**src/rtl/bspl_pkg.sv**
```systemverilog
// Shared types, constants and codes for the partition-tree point locator.
// Used by every module and interface of the block; depends on nothing.
package bspl_pkg;

    localparam int MAX_NODES = 8192;
    localparam int NODE_AW   = $clog2(MAX_NODES);
    localparam int STEP_W    = $clog2(MAX_NODES + 1);

    localparam int CNT_W     = 14;
    localparam int IDX_W     = 13;
    localparam int WORD_W    = 32;
    localparam int LINK_W    = 16;
    localparam int LEAF_W    = 15;
    localparam int FRAC_W    = 16;
    localparam int PROD_W    = 48;

    typedef enum logic {
        CMD_LOAD   = 1'b0,
        CMD_LOCATE = 1'b1
    } t_cmd;

    typedef enum logic [2:0] {
        ST_IDLE,
        ST_CHECK,
        ST_SIDE,
        ST_MUL_L,
        ST_MUL_R,
        ST_CMP,
        ST_DONE
    } t_state;

    typedef struct packed {
        logic [WORD_W-1:0] x;
        logic [WORD_W-1:0] y;
        logic [WORD_W-1:0] dx;
        logic [WORD_W-1:0] dy;
    } t_line;

    typedef struct packed {
        t_line             line;
        logic [LINK_W-1:0] front_child;
        logic [LINK_W-1:0] back_child;
    } t_node;

    typedef struct packed {
        logic capture;
        logic mul_left;
        logic mul_right;
    } t_side_ctrl;

    typedef struct packed {
        logic quick;
        logic quick_back;
        logic prod_back;
    } t_side_stat;

endpackage

```
**src/rtl/bspl_side_unit.sv**
```systemverilog
// Side test of a point against one partition line, with one shared 16x32 multiplier.
// Depends on bspl_pkg for the line type and the control/status structs.
module bspl_side_unit (
    input  logic                        i_clk,
    input  bspl_pkg::t_line             i_line,
    input  logic [bspl_pkg::WORD_W-1:0] i_px,
    input  logic [bspl_pkg::WORD_W-1:0] i_py,
    input  bspl_pkg::t_side_ctrl        i_ctrl,
    output bspl_pkg::t_side_stat        o_stat
);
    import bspl_pkg::*;

    logic [WORD_W-1:0]        ux;
    logic [WORD_W-1:0]        uy;
    logic [WORD_W-1:0]        r_ux;
    logic [WORD_W-1:0]        r_uy;
    logic [WORD_W-1:0]        r_left;
    logic [WORD_W-1:0]        r_right;
    logic signed [FRAC_W-1:0] mul_a;
    logic signed [WORD_W-1:0] mul_b;
    logic signed [PROD_W-1:0] prod;
    logic                     quick;
    logic                     quick_back;

    assign ux = i_px - i_line.x;
    assign uy = i_py - i_line.y;

    always_comb begin
        quick      = 1'b1;
        quick_back = 1'b0;
        if (i_line.dx == '0) begin
            if ($signed(i_px) <= $signed(i_line.x)) begin
                quick_back = $signed(i_line.dy) > 0;
            end else begin
                quick_back = i_line.dy[WORD_W-1];
            end
        end else if (i_line.dy == '0) begin
            if ($signed(i_py) <= $signed(i_line.y)) begin
                quick_back = i_line.dx[WORD_W-1];
            end else begin
                quick_back = $signed(i_line.dx) > 0;
            end
        end else if (i_line.dy[WORD_W-1] ^ i_line.dx[WORD_W-1]
                     ^ ux[WORD_W-1] ^ uy[WORD_W-1]) begin
            // Operands of opposite sign: the sign bits settle the side alone.
            quick_back = i_line.dy[WORD_W-1] ^ ux[WORD_W-1];
        end else begin
            quick = 1'b0;
        end
    end

    // Integer part of the direction times the offset; the product is then
    // floor-shifted by the fraction width by keeping its upper bits.
    assign mul_a = i_ctrl.mul_left ? i_line.dy[WORD_W-1 -: FRAC_W]
                                   : i_line.dx[WORD_W-1 -: FRAC_W];
    assign mul_b = i_ctrl.mul_left ? r_ux : r_uy;
    assign prod  = mul_a * mul_b;

    always_ff @(posedge i_clk) begin
        if (i_ctrl.capture) begin
            r_ux <= ux;
            r_uy <= uy;
        end
        if (i_ctrl.mul_left) begin
            r_left <= prod[PROD_W-1:FRAC_W];
        end
        if (i_ctrl.mul_right) begin
            r_right <= prod[PROD_W-1:FRAC_W];
        end
    end

    assign o_stat.quick      = quick;
    assign o_stat.quick_back = quick_back;
    assign o_stat.prod_back  = !($signed(r_right) < $signed(r_left));

endmodule

```
**config.mk**
```make
export PLATFORM = sky130hd
export DESIGN_NAME = bspl_side_unit
export DESIGN_NICKNAME = d
export VERILOG_FILES = /design/src/rtl/bspl_pkg.sv /design/src/rtl/bspl_side_unit.sv
export SDC_FILE = /design/constraint.sdc
export NUM_CORES = 2
export LEC_CHECK = 0
export BUFFER_PORTS_ARGS = -buffer_cell sky130_fd_sc_hd__clkbuf_2
export CAP_MARGIN = 0
export CORE_ASPECT_RATIO = 1.1
export CORE_MARGIN = 2
export CORE_UTILIZATION = 45
export CTS_CLUSTER_SIZE = 16
export DETAILED_ROUTE_END_ITERATION = 12
export GPL_TIMING_DRIVEN = 0
export PLACE_DENSITY = 0.71
export SYNTH_ARGS = -nofsm -noshare
export SYNTH_HDL_FRONTEND = slang
export SYNTH_SLANG_ARGS = --single-unit
```
**constraint.sdc**
```tcl
create_clock -name i_clk -period 14.8 [get_ports i_clk]
set_input_delay 0.74 -clock i_clk [delete_from_list [all_inputs] [get_ports i_clk]]
set_output_delay 0.74 -clock i_clk [all_outputs]
set_load 0.02 [all_outputs]
```
==> run_results.csv <==
group,metric,value,unit
status,outcome,"complete, no violations",
floorplanning,core_area,57200,um2
sta,fmax,97.0,MHz
floorplanning,die-area,59600,um2
clock_network,hold_buffers,0,
floorplanning,ioPinCount,199,
place,gp_congestion,1.01,
clock_network,htreeDepth,4,
sta,finalSetupViolations,0,
sta,skew,0.0153,ns
layout,layout-drive-gt1-share,10.2,%
clock_network,post-cts-setup-buffer-count,0,
logic_synthesis,syn_area_per_cell,9.30,um2
critical_path,worstPathRequired,14.99,ns
sta,period_share,69.6,%
grt,grt_max_degree,65,
clock_network,cts-root-buf,"clkbuf_16",
logic_synthesis,synth_edf_count,128,
sta,fin_setup_tns,0,ns
logic_synthesis,yosysTopAreaCellShare,37.6,%
critical_path,critPathLaunchType,"input port",
sta,worstMarginPinSlew,1.34,ns
place,portBuffers,198,
floorplanning,rows,92,
route,routedWlPerCell,19.9,um
clock_network,clkLatencyLatePin,0.46,ns
clock_network,clk_pin_slew,0.07,ns
route,first_pass_iters,5,
critical_path,crit_fanout,33,
route,drc_errors,0,
route,dr_wl_met3,6.66,mm
grt,grt_pass1_vias,21000,
route,top_layer_used,"met4",
layout,fin_nets,3897,
sta,fin_crit,10.30,ns
grt,grt_overflow,0,
job,cap_viol_max_count,0,
logic_synthesis,ys_seq_area_share,14.8,%
route,first_iter_violations,1385,
route,wl,75.2,mm
logic_synthesis,ys_ff_latch,128,
clock_network,ctsResizeCount,0,
clock_network,numCtsBuffers,17,
place,dpl.hpwl,63.9,mm
logic_synthesis,ys_types,74,
layout,area_growth,9.96,%
logic_synthesis,synth.most_common_cell,"inv_1",
grt,antenna_found_initial,0,
sta,maxSlewViolCount,0,
clock_network,cts.sinks,128,
layout,n_antenna_cell,0,
logic_synthesis,synthCells,2790,
sta,maxSlewHeadroom,8.26,%
route,ant_nets,0,
floorplanning,die_w,233,um
logic_synthesis,synth_ff_type,"edfxtp_1",
critical_path,max_stage_delay,1.04,ns
grt,track_usage,26.3,%
floorplanning,floorplan.initialDensity,45.3,%
route,wl_met1,28.8,mm
layout,final_util,49.9,%
logic_synthesis,syn_area,25900,um2
route,via_count,20200,
layout,multi_input_area,19400,um2
critical_path,crit_type,"in -> reg",
sta,rsz0062_at_grt,"no",
route,detail_route.vias_per_cell,5.34,
logic_synthesis,synth_nets,3679,
critical_path,critPathCaptureType,"flop",
logic_synthesis,ys_top_cells_by_count,"inv_1 (656), fa_1 (487), nand2_1 (335), nor2_1 (280), ha_1 (206)",
layout,regArea,3840,um2
logic_synthesis,yosys_warnings,0,
layout,fillers,5273,
logic_synthesis,synthArstFlopShare,0,%
clock_network,cts_tree,"yes",
sta,hold_violations,0,
worst_hold_path,hold_class,"in -> reg",
floorplanning,die_h,256,um
logic_synthesis,synthTopCellsByArea,"fa_1 (38%), edfxtp_1 (15%), ha_1 (9.9%), inv_1 (9.5%), nand2_1 (4.8%)",
critical_path,critical_path_arrival,10.50,ns
critical_path,crit_top_cell,"fa_1",
critical_path,cp_slowest_cell,"mux2i_1",
route,wl_met2,34.7,mm
logic_synthesis,synth_top_cell_by_area,"fa_1",
grt,grt_pass1_wl,118,mm
clock_network,clockBufferDepth,2,
cell type report:
type / count / area share, %
multi-input cells: 1946 / 68.0
repair buffers: 199 / 3.51
clock buffers: 17 / 1.49
flip-flops and latches: 128 / 13.5
inverters: 658 / 8.66
clock inverters: 15 / 0.759
plain buffers: 58 / 0.798
well taps: 752 / 3.30
per-layer routing:
| layer | up-vias | track usage, % |
|---|---|---|
| met5 | - | 0 |
| met4 | 0 | 14.8 |
| met3 | 196 | 5.61 |
| met2 | 986 | 42.2 |
| met1 | 9810 | 32.8 |
| li1 | 9165 | - |
path summary, 6_finish.rpt:
kind,slack [ns],cells past startpoint,end,startpoint
worst max-delay path,4.50,26,r_left[31]$_DFFE_PP_,i_ctrl[1]
worst min-delay path,0.72,3,r_ux[0]$_DFFE_PP_,i_line[96]
worst min register to register,1.50,7,r_right[0]$_DFFE_PP_,r_uy[1]$_DFFE_PP_
worst max register to register,6.91,22,r_left[31]$_DFFE_PP_,r_ux[3]$_DFFE_PP_
state kept, by name, indices dropped and copies added, names as in the netlist:
name / cells
r_ux: 32
r_right: 32
r_left: 32
r_uy: 32
stage by stage:
stage | std cells | hold slack (ns) | area [um2] | setup slack [ns]
3_3_place_gp | 3740 | 1.19 | 27900 | 4.17
5_1_grt | 3773 | 0.752 | 28500 | 4.00
2_1_floorplan | 2790 | 0.852 | 25900 | 7.34
6_report | 3773 | 0.723 | 28500 | 4.50
3_5_place_dp | 3740 | 1.20 | 27900 | 4.05
4_1_cts | 3772 | 0.717 | 28500 | 4.51
critical path, delay by kind of cell:
family	cells	cell delay, ns
simple gates	5	0.83
buf+inv	8	2.65
compound gates	5	1.77
mux	1	1.04
fa+ha+maj	7	3.40
cells by family after synthesis:
group / count (synthesis) / share of synthesized area, %
compound gates: 292 / 7.65
xor+xnor: 89 / 3.00
fa+ha+maj: 693 / 47.5
buf+inv: 716 / 10.4
flops: 128 / 14.8
mux: 94 / 3.85
simple gates: 778 / 12.8
cells in the final DEF, fill, tap and decap left out, types with 8 or more instances in the layout:
cell type,synthesis,routed
nand3_1,27,27
nor3_1,20,20
o21bai_1,8,8
nor2b_1,14,14
a31oi_1,11,11
nor4_1,20,20
and3_1,9,9
o21ai_0,46,46
nand2_1,335,335
a211oi_1,12,12
nand2b_1,12,12
nand4_1,24,24
clkbuf_16,0,17
mux2_2,46,46
edfxtp_1,128,128
inv_1,656,656
o211ai_1,12,12
o21a_1,11,11
o21ai_1,8,8
buf_1,14,14
nor2_1,280,280
clkbuf_2,1,198
mux2i_1,48,48
xor2_1,29,29
fa_1,487,487
clkbuf_1,40,40
xnor2_1,60,60
ha_1,206,206
a21oi_1,78,78
a21o_1,43,43
Power is not shown: default switching activity piles up to over one toggle a cycle in this logic, so the estimate is an artifact.
